[src/rtl/assert_macros.svh]
// assertion macros used by the rtl top level
// simulation gets concurrent assertions, synthesis gets empty bodies
`ifndef ASSERT_MACROS_SVH
`define ASSERT_MACROS_SVH

`ifndef SYNTHESIS

// property must hold at every edge outside reset
`define ASSERT_PROP(label, clk, rst_n, prop) \
	label: assert property (@(posedge clk) disable iff (!rst_n) (prop)) \
		else $error("assertion failed");

// antecedent implies consequent on the next edge
`define ASSERT_NEXT(label, clk, rst_n, ante, cons) \
	label: assert property (@(posedge clk) disable iff (!rst_n) (ante) |=> (cons)) \
		else $error("assertion failed");

`else

`define ASSERT_PROP(label, clk, rst_n, prop)
`define ASSERT_NEXT(label, clk, rst_n, ante, cons)

`endif

`endif

[src/rtl/bbd_pkg.sv]
// types and constants for the button bank debouncer
// no dependencies
package bbd_pkg;

	localparam int MAX_BUTTONS = 16;
	localparam int RAW_W       = 16;
	localparam int CNT_W       = 4;
	localparam int IDX_W       = 4;
	localparam int CFG_IDX_W   = 1;
	localparam int CFG_DATA_W  = 16;

	localparam logic [CNT_W-1:0] DEF_THRESHOLD = 4'd10;
	localparam logic [RAW_W-1:0] DEF_COMBO     = 16'h001C;

	typedef enum logic [CFG_IDX_W-1:0] {
		REG_THRESHOLD = 1'b0,
		REG_COMBO     = 1'b1
	} cfg_reg_t;

	// event produced by one processed sample
	typedef struct packed {
		logic             valid;
		logic [IDX_W-1:0] button_index;
		logic             pressed;
		logic             combo_event;
	} evt_t;

endpackage

[src/rtl/bbd_if.sv]
// valid/ready channel interfaces for the button bank debouncer
// depends on bbd_pkg
interface bbd_in_if;
	logic                     valid;
	logic                     ready;
	logic [bbd_pkg::RAW_W-1:0] raw_levels;

	modport source (output valid, output raw_levels, input ready);
	modport sink (input valid, input raw_levels, output ready);
endinterface

interface bbd_out_if;
	logic                      valid;
	logic                      ready;
	logic [bbd_pkg::IDX_W-1:0] button_index;
	logic                      pressed;
	logic                      combo_event;

	modport source (output valid, output button_index, output pressed, output combo_event,
		input ready);
	modport sink (input valid, input button_index, input pressed, input combo_event,
		output ready);
endinterface

[src/rtl/bbd_counter_bank.sv]
// per-button saturating integrating counters and debounced flags
// depends on bbd_pkg
module bbd_counter_bank #(
	parameter int NUM_BUTTONS = bbd_pkg::MAX_BUTTONS
) (
	input  logic                       clk,
	input  logic                       arst_n,
	input  logic                       step,
	input  logic [NUM_BUTTONS-1:0]     held,
	input  logic [bbd_pkg::CNT_W-1:0]  threshold,
	output logic [NUM_BUTTONS-1:0]     flags_next
);
	import bbd_pkg::*;

	logic [CNT_W-1:0]       cnt_q [NUM_BUTTONS];
	logic [CNT_W-1:0]       cnt_next [NUM_BUTTONS];
	logic [NUM_BUTTONS-1:0] flags_q;

	always_comb begin
		for (int i = 0; i < NUM_BUTTONS; i++) begin
			logic [CNT_W:0] inc;
			inc = {1'b0, cnt_q[i]} + (CNT_W+1)'(1);
			cnt_next[i]   = cnt_q[i];
			flags_next[i] = flags_q[i];
			if (held[i]) begin
				if (inc >= {1'b0, threshold}) begin
					cnt_next[i]   = threshold;
					flags_next[i] = 1'b1;
				end else begin
					cnt_next[i] = inc[CNT_W-1:0];
				end
			end else begin
				// count of one or zero drops to zero and releases
				if (cnt_q[i] <= CNT_W'(1)) begin
					cnt_next[i]   = '0;
					flags_next[i] = 1'b0;
				end else begin
					cnt_next[i] = cnt_q[i] - CNT_W'(1);
				end
			end
		end
	end

	always_ff @(posedge clk or negedge arst_n) begin
		if (!arst_n) begin
			flags_q <= '0;
			for (int i = 0; i < NUM_BUTTONS; i++) begin
				cnt_q[i] <= '0;
			end
		end else if (step) begin
			flags_q <= flags_next;
			for (int i = 0; i < NUM_BUTTONS; i++) begin
				cnt_q[i] <= cnt_next[i];
			end
		end
	end

endmodule

[src/rtl/bbd_event_gen.sv]
// change detection against the reported word, combo match and priority encoder
// depends on bbd_pkg
module bbd_event_gen #(
	parameter int NUM_BUTTONS = bbd_pkg::MAX_BUTTONS
) (
	input  logic                      clk,
	input  logic                      arst_n,
	input  logic                      step,
	input  logic [NUM_BUTTONS-1:0]    flags,
	input  logic [bbd_pkg::RAW_W-1:0] combo_pattern,
	output bbd_pkg::evt_t             evt
);
	import bbd_pkg::*;

	logic [NUM_BUTTONS-1:0] reported_q;
	logic [NUM_BUTTONS-1:0] diff;
	logic                   combo_hit;
	logic [IDX_W-1:0]       low_idx;

	assign diff      = reported_q ^ flags;
	assign combo_hit = (RAW_W'(flags) == combo_pattern);

	// lowest set bit of diff
	always_comb begin
		low_idx = '0;
		for (int i = NUM_BUTTONS-1; i >= 0; i--) begin
			if (diff[i]) begin
				low_idx = IDX_W'(i);
			end
		end
	end

	always_comb begin
		evt.valid        = (diff != '0);
		evt.combo_event  = combo_hit;
		evt.button_index = combo_hit ? '0 : low_idx;
		evt.pressed      = combo_hit ? 1'b0 : flags[low_idx];
	end

	always_ff @(posedge clk or negedge arst_n) begin
		if (!arst_n) begin
			reported_q <= '0;
		end else if (step && (diff != '0) && !combo_hit) begin
			reported_q <= flags;
		end
	end

endmodule

[src/rtl/button_bank_debouncer_events.sv]
// button bank debouncer with change events, top level
// a sample goes through the input register, then the result register, to the output
// throughput: one sample beat per cycle unless the sink stalls the result register
// reset: counters, debounced flags and reported word clear, threshold 10, combo 0x1C
// depends on bbd_pkg, bbd_if, bbd_counter_bank, bbd_event_gen, assert_macros.svh
`include "assert_macros.svh"

module button_bank_debouncer_events #(
	parameter int NUM_BUTTONS = bbd_pkg::MAX_BUTTONS
) (
	input  logic                           clk,
	input  logic                           arst_n,
	bbd_in_if.sink                         in_ch,
	bbd_out_if.source                      out_ch,
	input  logic                           cfg_we,
	input  logic [bbd_pkg::CFG_IDX_W-1:0]  cfg_index,
	input  logic [bbd_pkg::CFG_DATA_W-1:0] cfg_data
);
	import bbd_pkg::*;

	// configuration registers
	logic [CNT_W-1:0] threshold_q;
	logic [RAW_W-1:0] combo_q;

	// input register stage
	logic             valid_s1;
	logic [RAW_W-1:0] raw_s1;

	// result register
	logic             out_valid_q;
	logic [IDX_W-1:0] out_index_q;
	logic             out_pressed_q;
	logic             out_combo_q;

	logic                   step;
	logic [NUM_BUTTONS-1:0] flags_next;
	evt_t                   evt;

	// the sample in s1 is processed once the result register can take it,
	// whether or not it yields a result beat
	assign step        = valid_s1 && (!out_valid_q || out_ch.ready);
	assign in_ch.ready = !valid_s1 || step;

	always_ff @(posedge clk or negedge arst_n) begin
		if (!arst_n) begin
			threshold_q <= DEF_THRESHOLD;
			combo_q     <= DEF_COMBO;
		end else if (cfg_we) begin
			case (cfg_index)
				REG_THRESHOLD: threshold_q <= cfg_data[CNT_W-1:0];
				REG_COMBO:     combo_q     <= cfg_data[RAW_W-1:0];
				default: ;
			endcase
		end
	end

	// input register
	always_ff @(posedge clk or negedge arst_n) begin
		if (!arst_n) begin
			valid_s1 <= 1'b0;
		end else if (in_ch.valid && in_ch.ready) begin
			valid_s1 <= 1'b1;
		end else if (step) begin
			valid_s1 <= 1'b0;
		end
	end

	always_ff @(posedge clk) begin
		if (in_ch.valid && in_ch.ready) begin
			raw_s1 <= in_ch.raw_levels;
		end
	end

	// pins are active low: a low level means held
	bbd_counter_bank #(
		.NUM_BUTTONS (NUM_BUTTONS)
	) u_counters (
		.clk        (clk),
		.arst_n     (arst_n),
		.step       (step),
		.held       (~raw_s1[NUM_BUTTONS-1:0]),
		.threshold  (threshold_q),
		.flags_next (flags_next)
	);

	// event decision works on the freshly updated flags
	bbd_event_gen #(
		.NUM_BUTTONS (NUM_BUTTONS)
	) u_events (
		.clk           (clk),
		.arst_n        (arst_n),
		.step          (step),
		.flags         (flags_next),
		.combo_pattern (combo_q),
		.evt           (evt)
	);

	// result register, loaded on every processed sample, drained by the sink
	always_ff @(posedge clk or negedge arst_n) begin
		if (!arst_n) begin
			out_valid_q <= 1'b0;
		end else if (step) begin
			out_valid_q <= evt.valid;
		end else if (out_ch.ready) begin
			out_valid_q <= 1'b0;
		end
	end

	always_ff @(posedge clk) begin
		if (step) begin
			out_index_q   <= evt.button_index;
			out_pressed_q <= evt.pressed;
			out_combo_q   <= evt.combo_event;
		end
	end

	assign out_ch.valid        = out_valid_q;
	assign out_ch.button_index = out_index_q;
	assign out_ch.pressed      = out_pressed_q;
	assign out_ch.combo_event  = out_combo_q;

	// a combo beat carries index zero and a released state
	`ASSERT_PROP(a_combo_payload, clk, arst_n, !(out_ch.valid && out_ch.combo_event) || (out_ch.button_index == '0 && !out_ch.pressed))
	// a full s1 behind a stalled result beat blocks the input
	`ASSERT_PROP(a_stall_blocks, clk, arst_n, !(valid_s1 && out_ch.valid && !out_ch.ready) || !in_ch.ready)
	// a stalled result beat stays valid on the next edge
	`ASSERT_NEXT(a_result_kept, clk, arst_n, out_ch.valid && !out_ch.ready, out_ch.valid)

endmodule

[src/flat_wrapper.sv]
// flat-port wrapper written by rule: the top's interface ports become plain ports
module button_bank_debouncer_events_flat import bbd_pkg::*;
#(
	parameter int NUM_BUTTONS = bbd_pkg::MAX_BUTTONS
)
  (clk, arst_n, cfg_we, cfg_index, cfg_data, in_ch_valid, in_ch_raw_levels, in_ch_ready, out_ch_valid, out_ch_button_index, out_ch_pressed, out_ch_combo_event, out_ch_ready);
  bbd_in_if in_ch_i ();
  bbd_out_if out_ch_i ();
  input  logic clk;
  input  logic arst_n;
  input  logic cfg_we;
  input  logic [bbd_pkg::CFG_IDX_W-1:0] cfg_index;
  input  logic [bbd_pkg::CFG_DATA_W-1:0] cfg_data;
  input wire logic [$bits(in_ch_i.valid)-1:0] in_ch_valid;
  input wire logic [$bits(in_ch_i.raw_levels)-1:0] in_ch_raw_levels;
  output wire logic [$bits(in_ch_i.ready)-1:0] in_ch_ready;
  output wire logic [$bits(out_ch_i.valid)-1:0] out_ch_valid;
  output wire logic [$bits(out_ch_i.button_index)-1:0] out_ch_button_index;
  output wire logic [$bits(out_ch_i.pressed)-1:0] out_ch_pressed;
  output wire logic [$bits(out_ch_i.combo_event)-1:0] out_ch_combo_event;
  input wire logic [$bits(out_ch_i.ready)-1:0] out_ch_ready;
  assign in_ch_i.valid = in_ch_valid;
  assign in_ch_i.raw_levels = in_ch_raw_levels;
  assign in_ch_ready = in_ch_i.ready;
  assign out_ch_valid = out_ch_i.valid;
  assign out_ch_button_index = out_ch_i.button_index;
  assign out_ch_pressed = out_ch_i.pressed;
  assign out_ch_combo_event = out_ch_i.combo_event;
  assign out_ch_i.ready = out_ch_ready;
  button_bank_debouncer_events #(.NUM_BUTTONS(NUM_BUTTONS)) u_core (.clk(clk), .arst_n(arst_n), .in_ch(in_ch_i), .out_ch(out_ch_i), .cfg_we(cfg_we), .cfg_index(cfg_index), .cfg_data(cfg_data));
endmodule
[config.mk]
export PLATFORM = sky130hd
export DESIGN_NAME = button_bank_debouncer_events_flat
export DESIGN_NICKNAME = d
export VERILOG_FILES = /design/src/rtl/bbd_pkg.sv /design/src/rtl/bbd_if.sv /design/src/rtl/bbd_counter_bank.sv /design/src/rtl/bbd_event_gen.sv /design/src/rtl/button_bank_debouncer_events.sv /design/src/flat_wrapper.sv
export VERILOG_INCLUDE_DIRS = /design/src /design/src/rtl
export SDC_FILE = /design/constraint.sdc
export NUM_CORES = 1
export LEC_CHECK = 0
export ABC_AREA = 1
export ABC_CLOCK_PERIOD_IN_PS = 3900
export BUFFER_PORTS_ARGS = -buffer_cell sky130_fd_sc_hd__buf_2
export CORE_MARGIN = 4
export CORE_UTILIZATION = 55
export CTS_CLUSTER_DIAMETER = 150
export DETAILED_ROUTE_END_ITERATION = 6
export PLACE_DENSITY_LB_ADDON = 0.2
export SYNTH_ARGS = -nofsm -noshare
export SYNTH_HDL_FRONTEND = slang
export SYNTH_SLANG_ARGS = --single-unit
[constraint.sdc]
create_clock -name clk -period 3.9 [get_ports clk]
set_input_delay 0.78 -clock clk [delete_from_list [all_inputs] [get_ports clk]]
set_output_delay 0.78 -clock clk [all_outputs]
set_load 0.01 [all_outputs]
Word-level counts from Yosys, hierarchy flattened. Cells that the tools add are included.

Bitwise operators: 3. Reductions and logical operators: 14. $add $sub $neg: 32. Divide/modulo/power cells: 0. Shifts and indexed selects: 0. $lt $le $gt $ge: 33. Equal/unequal tests: 1. Multipliers: 0. Mux-type cells: 118.

Operators with widths (count): $mux W4 (64); $add A4 B1 Y5 const B (16); $ge A5 B4 Y1 (16); $le A4 B1 Y1 const B (16); $sub A4 B1 Y4 const B (16); $mux W1 (53); $eq A16 B16 Y1 (1); $not A16 Y16 (1); $reduce_bool A16 Y1 (1); $xor A16 B16 Y16 (1); $lt A4 B5 Y1 const B (1); $bmux W1 S4 (1); $logic_and A1 B1 Y1 (4); $reduce_and A2 Y1 (2); $reduce_bool A2 Y1 (2); $logic_not A1 Y1 (3); $logic_or A1 B1 Y1 (2); $not A1 Y1 (1).

Latch bits: 0. Bits in writable memories: 0. Input port bits: 38. Register bits: 140. Word-level logic and storage cells: 227. Memories kept: 0. Bits in read-only memories: 0.

Logic depth before layout (Yosys ltp). Gate-level depths: netlist (run 1).

Word-level depth: 23. Depth in mapped cells: 33. Gate-level depth less buffers: 32.

Hierarchy. From an unflattened synthesis (run 1), not the netlist that was laid out.

Cells, all modules: 1621. Area, all modules: 11641.2 µm².

Modules (own cells, without submodules): bbd_counter_bank (times used 1, cells an instance 1303, area each 8635.8 µm², seq. area each 2001.9 µm²); button_bank_debouncer_events (times used 1, cells an instance 138, area each 1634.1 µm², seq. area each 1217.4 µm²); bbd_event_gen (times used 1, cells an instance 180, area each 1371.3 µm², seq. area each 400.4 µm²).

Worst setup path after synthesis (run 1). OpenSTA, ideal clock, no wires.

Path type: reg-to-reg. Start: register u_core.threshold_q[1]. End: register u_core.u_events.reported_q[9]. Setup slack: 78 ps. Buffers on the path: 3. Clock period less this slack: 3822 ps. Cell stages (with the launch flop): 21. Arrival: 3699 ps. Required time: 3778 ps. Library setup time: 122 ps. Path through: dfstp_2 -> clkinv_1 -> clkbuf_1 -> ha_1 -> inv_1 -> a21oi_1 -> o21ai_1 -> nand2_1 -> a21oi_1 -> nand2_1 -> nand2_2 -> nand2_1 -> inv_1 -> o21ai_0 -> or4_1 -> or3_4 -> nor2_4 -> or2_1 -> buf_6 -> buf_6 -> o21ai_1.

Elaborated cells between the ends (all ways): 54.

RTL lines: start: declaration (RTL line button_bank_debouncer_events.sv:22) `logic [CNT_W-1:0] threshold_q;`; start signal: assignment (RTL line button_bank_debouncer_events.sv:50) `REG_THRESHOLD: threshold_q <= cfg_data[CNT_W-1:0];`; $ge A5 B4 Y1 (RTL line bbd_counter_bank.sv:26) `if (inc >= {1'b0, threshold}) begin`; $mux W1 (RTL line bbd_counter_bank.sv:26); $mux W1 (RTL line bbd_counter_bank.sv:25) `if (held[i]) begin`; $eq A16 B16 Y1 (*) (RTL line bbd_event_gen.sv:21) `assign combo_hit = (RAW_W'(flags) == combo_pattern);`; named net u_core.u_events.combo_hit (RTL line bbd_event_gen.sv:17) `logic combo_hit;`; $logic_not A1 Y1 (*) (RTL line bbd_event_gen.sv:43) `end else if (step && (diff != '0) && !combo_hit) begin`; $logic_and A1 B1 Y1 (*) (RTL line bbd_event_gen.sv:43); end signal: assignment (RTL line bbd_event_gen.sv:44) `reported_q <= flags;`; end: declaration (RTL line bbd_event_gen.sv:15) `logic [NUM_BUTTONS-1:0] reported_q;`.

Mark *: on every way through the listed nets, which the timed path passes. The rest lies on a longest branch. A chain may end at the register's enable or synchronous reset.

Final worst setup path (run 1).
Start: register u_core.u_counters.cnt_q[12] (netlist name). End: register u_core.u_events.reported_q[13].

Elaborated cells between the ends (all ways): 12.

RTL lines: start: declaration (RTL line bbd_counter_bank.sv:15) `logic [CNT_W-1:0] cnt_q [NUM_BUTTONS];`; start signal: indexed assignment (RTL line bbd_counter_bank.sv:53) `cnt_q[i] <= cnt_next[i];`; $add A4 B1 Y5 (RTL line bbd_counter_bank.sv:22) `inc = {1'b0, cnt_q[i]} + (CNT_W+1)'(1);`; $ge A5 B4 Y1 (RTL line bbd_counter_bank.sv:26); $mux W1 (RTL line bbd_counter_bank.sv:26); $mux W1 (*) (RTL line bbd_counter_bank.sv:25); $eq A16 B16 Y1 (*) (RTL line bbd_event_gen.sv:21); named net u_core.u_events.combo_hit (RTL line bbd_event_gen.sv:17); $logic_not A1 Y1 (*) (RTL line bbd_event_gen.sv:43); $logic_and A1 B1 Y1 (*) (RTL line bbd_event_gen.sv:43).

Marked as above.

==> out/results.tsv, run 1 <==
metric	value	unit
status	complete, no violations	
met3 global-route usage	4.049	%
critical path arrival	4.00	ns
Syn Nets	1471	
vias in the first global route	8780	
CTS tree	built	
drt drc	0	
Crit Path Max Fanout	14	
minimum clock period	3.644	ns
Fin. Hold Viols	0	
maximum VDD drop	466.5	uV
slew margin rel.	33.32	%
Die Wd	145.4	microns
die area	21140	sq um
CP required	4.26	ns
drt total wl	24.38	mm
Final Util	63.77	%
htree depth	4	
dpl hpwl	16.88	mm
final net count	1519	
PortBufs	45	
hold_buf cts	0	
share of cells above drive strength 1	13.10	%
Final Max Tran Viols	0	
Leak	5.814	nW
Post-Synthesis Cells	1321	
DRT Pass-1 Iters	5	
clock root buffer	clkbuf_16	
Most Crowded Layer GR	met2	
FMAX	274.4	MHz
period utilisation layout	93.45	%
Setup CP Type	register to register	
Core Area	18270	sq um
Placement Cell Area	10950	sq um
worst slew pin tran	0.9990	ns
worst clock skew	0.008021	ns
largest net degree at the start of global routing	71	
leading cell type in the layout, fill and taps excluded	nand2_1	
number of synthesized flops with an enable pin	22	
Power Density	937.1	nW/um^2
GRT met1 Usage	29.68	%
Initial Util	56.83	%
Final Instance Area	11650	sq um
Via-to-Cell Ratio	5.554	
Crit-path slowest cell	or4_1	
antenna cells	0	
first-pass GRT wire length	41.37	mm
Setup TNS	0	ns
GRT Util Overall	23.48	%
slowest stage delay, CP	0.50	ns
crit path cell chain	ha_1 -> xor2_2 -> ha_1 -> a21oi_1 -> nand3b_1 -> nand4_4 -> nand2_4 -> nand2_2 -> clkinv_2 -> or2_2 -> o21ai_0 -> or4_1 -> or3_4 -> nor2_4 -> or2_4 -> clkbuf_16 -> nand2_1 -> o21ai_2	
commonest cells after routing, fill and taps aside	220 x nand2_1, 180 x inv_1, 123 x o21ai_0	
Top FF cell, synth	dfrtp_1	
Row Count	49	
Die Ht	145.4	microns
critical path startpoint category	register	
Max Cap Violations	0	
initial antenna violation count	0	
drt wl/cell	15.13	microns
number of distinct library cells after synthesis	48	
Setup-failing EPs final	0	
CP Capture Type	register	
clk_lat worst skew	0.43	ns
Final Power	10.92	mW
I/O Pins	46	
Clock Path Buffers	2	
total CTS buffers	17	
clk sinks	140	
Avg Inst Size Synth	7.860	sq um
Seq/Total Area, Yosys	34.86	%
Clk pin slew, worst setup/hold paths	0.06	ns
synth-to-layout area growth	12.21	%
Seq cells post-synth	140	
Routed Antenna Nets	0	
Post-synth ARST share	84.29	%
DR vias	8947	
RePlAce Congestion	0.8690	
Hold WC Path Type	input port to asynchronous set/reset pin	
Post-Syn Area	10380	sq um
most used cell, CP	ha_1	
GR Util met2	40.92	%
global route overflow	0	
Initial DRC Count	512	
synth warn	0	
worst paths after layout:
kind | slack (ns) | cells after the start | from | end
worst max register to register | 0.26 | 18 | u_core.u_counters.cnt_q[12] | u_core.u_events.reported_q[13]
max in group asynchronous | 2.70 | 2 | arst_n | u_core.u_counters.cnt_q[24]
worst max-delay path | 0.26 | 18 | u_core.u_counters.cnt_q[12] | u_core.u_events.reported_q[13]
worst min-delay path | 0.38 | 1 | arst_n | u_core.u_counters.cnt_q[6]
min in group clk | 0.48 | 2 | u_core.u_counters.flags_q[14] | u_core.u_counters.flags_q[14]
worst min register to register | 0.48 | 2 | u_core.u_counters.flags_q[14] | u_core.u_counters.flags_q[14]
per-stage QoR:
stage / worst slack, ns / hold slack, ns / instances
finish: 0.2556 / 0.3784 / 1611
global route: -0.008121 / 0.4260 / 1611
CTS: 0.1174 / 0.4019 / 1609
detailed placement: 0.1482 / 0.4731 / 1577
global placement: 0.1833 / 0.4681 / 1577
floorplan: 0.07845 / 0.4534 / 1321
synthesized netlist by cell type (3+ instances only):
library cell  number  area share [%]
a21oi_1           90             4.3
a22oi_1           11            0.80
a31oi_1           32             1.9
buf_2              6            0.29
clkbuf_1          32             1.2
dfrtp_1          113              27
dfstp_2            5             1.3
edfxtp_1          22             6.4
ha_1             112              13
inv_1            185             6.7
mux2_2            12             1.3
nand2_1          232             8.4
nand2_2            6            0.36
nand3_1           66             3.2
nand3b_1           5            0.36
nand4_1            7            0.42
nor2_1            90             3.3
nor3_1            25             1.2
o2111ai_1         14             1.2
o21ai_0          123             5.9
o21ai_1            8            0.39
o21ai_2           13             1.1
o22ai_1            3            0.18
or2_2              3            0.18
xnor2_1            7            0.59
xor2_1            71             6.0
report_power, final:
group          switching [mW]  internal, mW  total (mW)
clock network           0.664         0.957        1.62
logic                    3.97          2.55        6.51
registers               0.686          2.10        2.78
routing by layer:
layer  part of all wire, %  vias up
li1                      -     4509
met1                    45     4217
met2                    50      175
met3                   3.5       46
met4                   1.8        0
met5                     0        -
repair_timing:
action	4_1_cts	5_1_grt
setup buffers	0	1
setup endpoints to repair	0	21
resized for setup	0	32
critical path, delay by kind of cell, from the launching register on:
kind | cells | cell delay [ns]
and+or+nand+nor | 10 | 1.81
adders and majority gates | 2 | 0.60
DFF | 1 | 0.46
buffers and inverters | 2 | 0.27
AOI/OAI and AO/OA | 3 | 0.26
xor gates and xnor gates | 1 | 0.17
cells by family after synthesis:
kind of cell | share of synthesized area [%]
XOR/XNOR | 6.737
multiplexers | 1.302
flip-flops | 34.86
buffers and inverters | 8.834
adder cells (fa/ha/maj) | 13.50
AND/OR/NAND/NOR | 18.17
AO/OA/AOI/OAI | 16.59
registers in the layout, indices dropped and copies added, names as in the netlist, 4 cells and up:
| signal | cells |
|---|---|
| u_core.threshold_q | 4 |
| u_core.u_events.reported_q | 16 |
| u_core.u_counters.cnt_q | 64 |
| u_core.out_ch.button_index | 4 |
| u_core.raw_s1 | 16 |
| u_core.u_counters.flags_q | 16 |
| u_core.combo_q | 16 |
cell type report:
type                       count  area, sq um
multi-input combinational    949         5922
fill                        1564         6620
clock inverter                12        106.4
inverter                     188        706.9
tap                          229        286.5
sequential                   140         3627
timing repair buffer          73        521.8
clock buffer                  20        479.2
Note: power is estimated with default switching activity, not from simulation.
==> run 2: changes to the inputs <==
--- a/config.mk
+++ b/config.mk
@@ -6,7 +6,6 @@
 export SDC_FILE = /design/constraint.sdc
 export NUM_CORES = 1
 export LEC_CHECK = 0
-export ABC_AREA = 1
 export ABC_CLOCK_PERIOD_IN_PS = 3900
 export BUFFER_PORTS_ARGS = -buffer_cell sky130_fd_sc_hd__buf_2
 export CORE_MARGIN = 4
==> run 2 against run 1 <==
  * The run now ends with negative setup slack left
  * Clock skew rose by 0.0078 ns
  * Non-clock buffer count rose by 81
  * Power rose by 24%
  * Maximum frequency shrank 6.9%
  * Largest cell class unchanged
  * Largest power group unchanged
==> out/results.tsv, run 2 <==
metric	value	unit
crit path cell chain	clkinvlp_4 -> buf_4 -> ha_1 -> a2111o_1 -> a2111oi_2 -> a311oi_2 -> buf_4 -> nor3_1 -> o21ai_0 -> o21ai_1 -> mux4_2 -> a211oi_2 -> o22ai_1	
fill count	1592	
crit path capture	u_core.out_ch.pressed	
Seq/Total Area, Yosys	31.94	%
Max Cap Violations	0	
synth cell count leaders	124 x o21ai_0, 113 x dfrtp_1, 112 x ha_1	
DRT Pass-1 Iters	5	
htree depth	4	
leading cell type in the layout, fill and taps excluded	o21ai_0	
DR vias	10150	
global route overflow	0	
Setup CP Type	register to register	
Initial Util	56.00	%
Initial DRC Count	664	
Post-Synthesis Cells	1292	
worst hold margin	0.4026	ns
critical path arrival	4.08	ns
top-count cell post-synth	o21ai_0	
FMAX	255.3	MHz
Top FF cell, synth	dfrtp_1	
dpl hpwl	21.14	mm
worst setup margin	-0.01635	ns
worst clock skew	0.01586	ns
Power Density	1001	nW/um^2
drt wl/cell	17.88	microns
Post-synth ARST share	84.29	%
vias in the first global route	9465	
Post-Syn Area	11330	sq um
number of distinct library cells after synthesis	91	
Final Util	66.64	%
Final Max Tran Viols	0	
CP startpoint	u_core.threshold_q[1]	
violated checks	negative setup slack	
Setup-failing EPs final	1	
reg2reg setup slack	-0.02	ns
RR Startpoint	u_core.threshold_q[1]	
share of cells above drive strength 1	20.20	%
Clk pin slew, worst setup/hold paths	0.07	ns
Worst Path Buf+Inv	3	
Synth area leaders	dfrtp_1 25%, ha_1 12%, edfxtp_1 5.8%	
clock root buffer	clkbuf_16	
Avg Inst Size Synth	8.771	sq um
final net count	1558	
Final Instance Area	13480	sq um
initial antenna violation count	0	
DP Worst Slack	-0.05493	ns
maximum VDD drop	437.6	uV
Seq cells post-synth	140	
PortBufs	45	
Placement Cell Area	12460	sq um
die area	22960	sq um
max reg flops	64	
cell family with most CP delay	compound AO/OA/AOI/OAI gates	
RePlAce Congestion	0.9695	
drt drc	0	
first-pass GRT wire length	47.39	mm
synth warn	0	
clk_lat worst skew	0.43	ns
RSZ-0062 raised after global routing	true	
Largest Register	u_core.u_counters.cnt_q	
R2R depth	13	
synth-to-layout area growth	18.99	%
Clock Path Buffers	2	
Syn Nets	1442	
status	complete, but fails checks	
Hold WC Path Type	input port to asynchronous set/reset pin	
minimum clock period	3.916	ns
Die Wd	151.5	microns
Routed Antenna Nets	0	
Via-to-Cell Ratio	6.002	
slew margin rel.	47.99	%
CP required	4.07	ns
CP Capture Type	register	
Final Power	13.50	mW
hold_buf cts	0	
share of the synthesized area in the top cell type	24.95	%
GRT Util Overall	25.87	%
worst reg2reg path endpoint	u_core.out_ch.pressed	
Fin. Hold Viols	0	
I/O Pins	46	
period utilisation layout	100.4	%
CTS tree	built	
drt total wl	30.23	mm
largest net degree at the start of global routing	102	
Core Area	20230	sq um
Crit Path Max Fanout	5	
Leak	5.948	nW
most used cell, CP	buf_4	
Crit-path slowest cell	dfstp_2	
critical path startpoint category	register	
slowest stage delay, CP	0.55	ns
commonest cells after routing, fill and taps aside	120 x o21ai_0, 111 x dfrtp_1, 106 x ha_1	
Die Ht	151.5	microns
antenna cells	0	
worst slew pin tran	0.7782	ns
clk sinks	140	
number of synthesized flops with an enable pin	22	
Row Count	52	
total CTS buffers	17	
CP Depth	13	
leading area contributor after synthesis	dfrtp_1	
[run 2: repair_timing]
item / in CTS / in global routing
setup endpoints to repair: 1 / 15
pin swaps: 0 / 22
gates cloned: 0 / 1
buffers inserted: 0 / 13
endpoints found under the hold margin: 0 / 0
resized for setup: 6 / 48
[run 2: worst min path at each step]
stage	startpoint	to
after floorplan	u_core.u_counters.flags_q[1]	u_core.u_counters.flags_q[1]
after global routing	arst_n	u_core.u_counters.cnt_q[63]
after detailed placement	u_core.u_counters.flags_q[1]	u_core.u_counters.flags_q[1]
after CTS	arst_n	u_core.u_counters.cnt_q[61]
after global placement	u_core.u_counters.flags_q[1]	u_core.u_counters.flags_q[1]
final	arst_n	u_core.u_counters.cnt_q[61]
[run 2: kinds of logic (layout without fill, tap and decap cells)]
logic type               Yosys count  after routing  synth area share, %
AO/OA/AOI/OAI                    431            431                25.39
adder cells (fa/ha/maj)          112            112                12.37
AND/OR/NAND/NOR                  377            377                16.72
flip-flops                       140            140                31.94
buffers and inverters            129            258                4.461
multiplexers                      52             52                5.178
XOR/XNOR                          51             51                3.942
[run 2: power breakdown]
part	switching, mW	total [mW]	internal, mW
Combinational	4.87	9.08	4.20
Sequential	0.706	2.75	2.05
Clock	0.672	1.67	0.997
[run 2: metal layers]
layer | global-route usage [%] | vias to the layer above | wire length (microns)
li1 | - | 5023 | -
met5 | 0 | - | 0
met3 | 4.253 | 37 | 1482
met4 | 7.637 | 0 | 469
met1 | 35.26 | 4827 | 13870
met2 | 42.54 | 263 | 14410
[run 2: cell type report]
type                            instances  area (sq um)  area share (%)
Clock inverter                         12         138.9           1.030
Tap cell                              270         337.8           2.505
Timing Repair Buffer                  154          1172           8.694
Inverter                               72         284.0           2.106
Multi-Input combinational cell       1023          7462           55.34
Clock buffer                           20         466.7           3.461
Sequential cell                       140          3622           26.86
[run 2: through the flow]
step | std cells | TNS (ns)
2_1_floorplan | 1292 | 0
3_3_place_gp | 1645 | -0.02243
3_5_place_dp | 1645 | -0.05493
4_1_cts | 1677 | -0.01658
5_1_grt | 1691 | -0.8633
6_report | 1691 | -0.01635
==> run 3: changes to the inputs <==
--- a/config.mk
+++ b/config.mk
@@ -9,7 +9,8 @@
 export ABC_CLOCK_PERIOD_IN_PS = 3900
 export BUFFER_PORTS_ARGS = -buffer_cell sky130_fd_sc_hd__buf_2
 export CORE_MARGIN = 4
-export CORE_UTILIZATION = 55
+export CORE_UTILIZATION = 45
+export CTS_BUF_LIST = sky130_fd_sc_hd__clkbuf_16
 export CTS_CLUSTER_DIAMETER = 150
 export DETAILED_ROUTE_END_ITERATION = 6
 export PLACE_DENSITY_LB_ADDON = 0.2
==> run 3 against run 2 <==
  * The run now ends clean
  * Power is 2.8% higher
  * Critical path depth is 1 lower
  * Worst hold slack worse by 0.0038 ns
  * Register-to-register slack better by 0.07 ns
  * Clock-buffer cell count is 2 lower
  * Combinational power is 4.7% higher
  * Sequential cell count stayed put
  * Global-route usage is 4.1 points lower
  * Sequential power hardly changed
  * Clock skew is 0.0093 ns higher
  * Die area is 21% higher
  * Sequential share of layout area is 0.34 points lower
==> out/results.tsv, run 3 (synthesis gave the netlist of run 2 again) <==
metric	value	unit
Comb pwr share	68.6	%
M1 WL	14.95	mm
Final Power	13.87	mW
period utilisation layout	98.73	%
Initial Util	46.19	%
largest net degree at the start of global routing	102	
PortBufs	45	
Final Util	55.74	%
Via-to-Cell Ratio	5.826	
Fin. Hold Viols	0	
I/O Pins	46	
Leak	6.013	nW
minimum clock period	3.850	ns
Crit Path Max Fanout	5	
drt wl/cell	17.85	microns
internal power	7.432	mW
Power Density	1014	nW/um^2
Max Cap Violations	0	
worst clock skew	0.02516	ns
Routed Antenna Nets	0	
Clock Path Buffers	2	
DR vias	10270	
CP required	4.20	ns
reg2reg setup slack	0.05	ns
Setup CP Type	register to register	
RR Startpoint	u_core.u_counters.cnt_q[48]	
initial antenna violation count	0	
clk_lat worst skew	0.44	ns
placed cells	1709	
status	complete, no violations	
maximum VDD drop	381.2	uV
Core Area	24530	sq um
DRT Pass-1 Iters	6	
Finished Layout Cells	1762	
slew margin rel.	47.45	%
leading cell type in the layout, fill and taps excluded	o21ai_0	
first-pass GRT wire length	49.95	mm
CP Capture Type	register	
DR top layer	met4	
routed wire length on met3	1.310	mm
critical path arrival	4.15	ns
Setup TNS	0	ns
Largest Register	u_core.u_counters.cnt_q	
antenna cells	0	
FMAX	259.7	MHz
net switching power	6.441	mW
final net count	1575	
htree depth	4	
vias in the first global route	9701	
max reg flops	64	
R2R depth	12	
clock root buffer	clkbuf_16	
CP startpoint	u_core.u_counters.cnt_q[48]	
RePlAce Congestion	0.9062	
crit path capture	u_core.u_events.reported_q[0]	
Row Count	57	
die area	27790	sq um
Final Max Tran Viols	0	
fill count	2230	
Initial DRC Count	820	
Die Wd	166.7	microns
commonest cells after routing, fill and taps aside	120 x o21ai_0, 116 x buf_4, 107 x dfrtp_1	
share of cells above drive strength 1	21.49	%
Hold WC Path Type	input port to asynchronous set/reset pin	
dpl hpwl	22.27	mm
Clk pin slew, worst setup/hold paths	0.07	ns
Sw Share	46.43	%
worst reg2reg path endpoint	u_core.u_events.reported_q[0]	
total CTS buffers	17	
drt total wl	31.45	mm
Die Ht	166.7	microns
met2 wire len	14.68	mm
drt drc	0	
hold_buf cts	0	
CTS tree	built	
synth-to-layout area growth	20.68	%
worst slew pin tran	0.7864	ns
Setup-failing EPs final	0	
clk sinks	140	
Sequential Power Share	19.8	%
GRT Util Overall	21.79	%
Clock Power Share	11.7	%
global route overflow	0	
critical path startpoint category	register	
==> run 3: cell count changes in the layout (fill, tap and decap cells not counted), sizes merged <==
| cell | change |
|---|---|
| clkbuf | -3 |
| clkinv | +1 |
| clkinvlp | -4 |
| nor2 | +1 |
| buf | +17 |
| bufinv | -1 |
| inv | +6 |
==> run 3: power by group through the flow <==
stage               Combinational [mW]  Clock (mW)  Sequential [mW]
floorplan                         5.95           0             2.50
finish                            9.51        1.62             2.74
detailed placement                8.56           0             2.70
CTS                               8.79        1.65             2.68
global placement                  8.42           0             2.69
global route                      10.5        1.72             2.82
==> run 3: metal layers <==
metal / up-vias / GRT usage (%)
met5: - / 0
met4: 0 / 5.550
met3: 51 / 3.413
met2: 226 / 35.79
met1: 4946 / 30.26
li1: 5043 / -
==> run 3: through the flow <==
stage / worst slack, ns / cell area, sq um / hold WS (ns)
global placement: -0.08985 / 12650 / 0.4550
floorplan: 0.0001907 / 11370 / 0.4394
global route: -0.05470 / 13680 / 0.4409
detailed placement: -0.1096 / 12650 / 0.4585
CTS: 0.01431 / 13310 / 0.4201
finish: 0.04955 / 13680 / 0.3988
==> run 3: how the worst min path moves through the flow <==
stage,end
final,u_core.u_counters.cnt_q[62]
after floorplan,u_core.u_counters.flags_q[1]
after detailed placement,u_core.u_counters.flags_q[1]
after global placement,u_core.u_counters.flags_q[1]
after CTS,u_core.u_counters.cnt_q[56]
after global routing,u_core.u_counters.cnt_q[56]
==> run 3: cell type report <==
cell class                 count  area, sq um  area share [%]
clock inverter                14        118.9          0.8692
clock buffer                  18        450.4           3.294
sequential                   140         3627           26.52
tap                          324        405.4           2.964
multi-input combinational   1024         7523           55.01
inverter                      72        276.5           2.022
timing repair buffer         170         1274           9.314
==> run 3: worst max-delay path, stage by stage (launching register included) <==
cell and delay (ns):
dfrtp_1 0.42, inv_1 0.14, ha_4 0.23, ha_1 0.29, a2111o_1 0.46, a2111oi_2 0.31
a311o_1 0.27, nand2b_1 0.17, buf_4 0.17, or4b_4 0.54, o21ai_4 0.28, nor2_4 0.12
mux2_1 0.32
==> run 3: repair_timing <==
| item | 4_1_cts | 5_1_grt |
|---|---|---|
| cloned | 0 | 1 |
| pin swaps | 3 | 23 |
| setup endpoints to repair | 1 | 18 |
| gates resized for setup | 13 | 53 |
| buffers inserted | 5 | 15 |
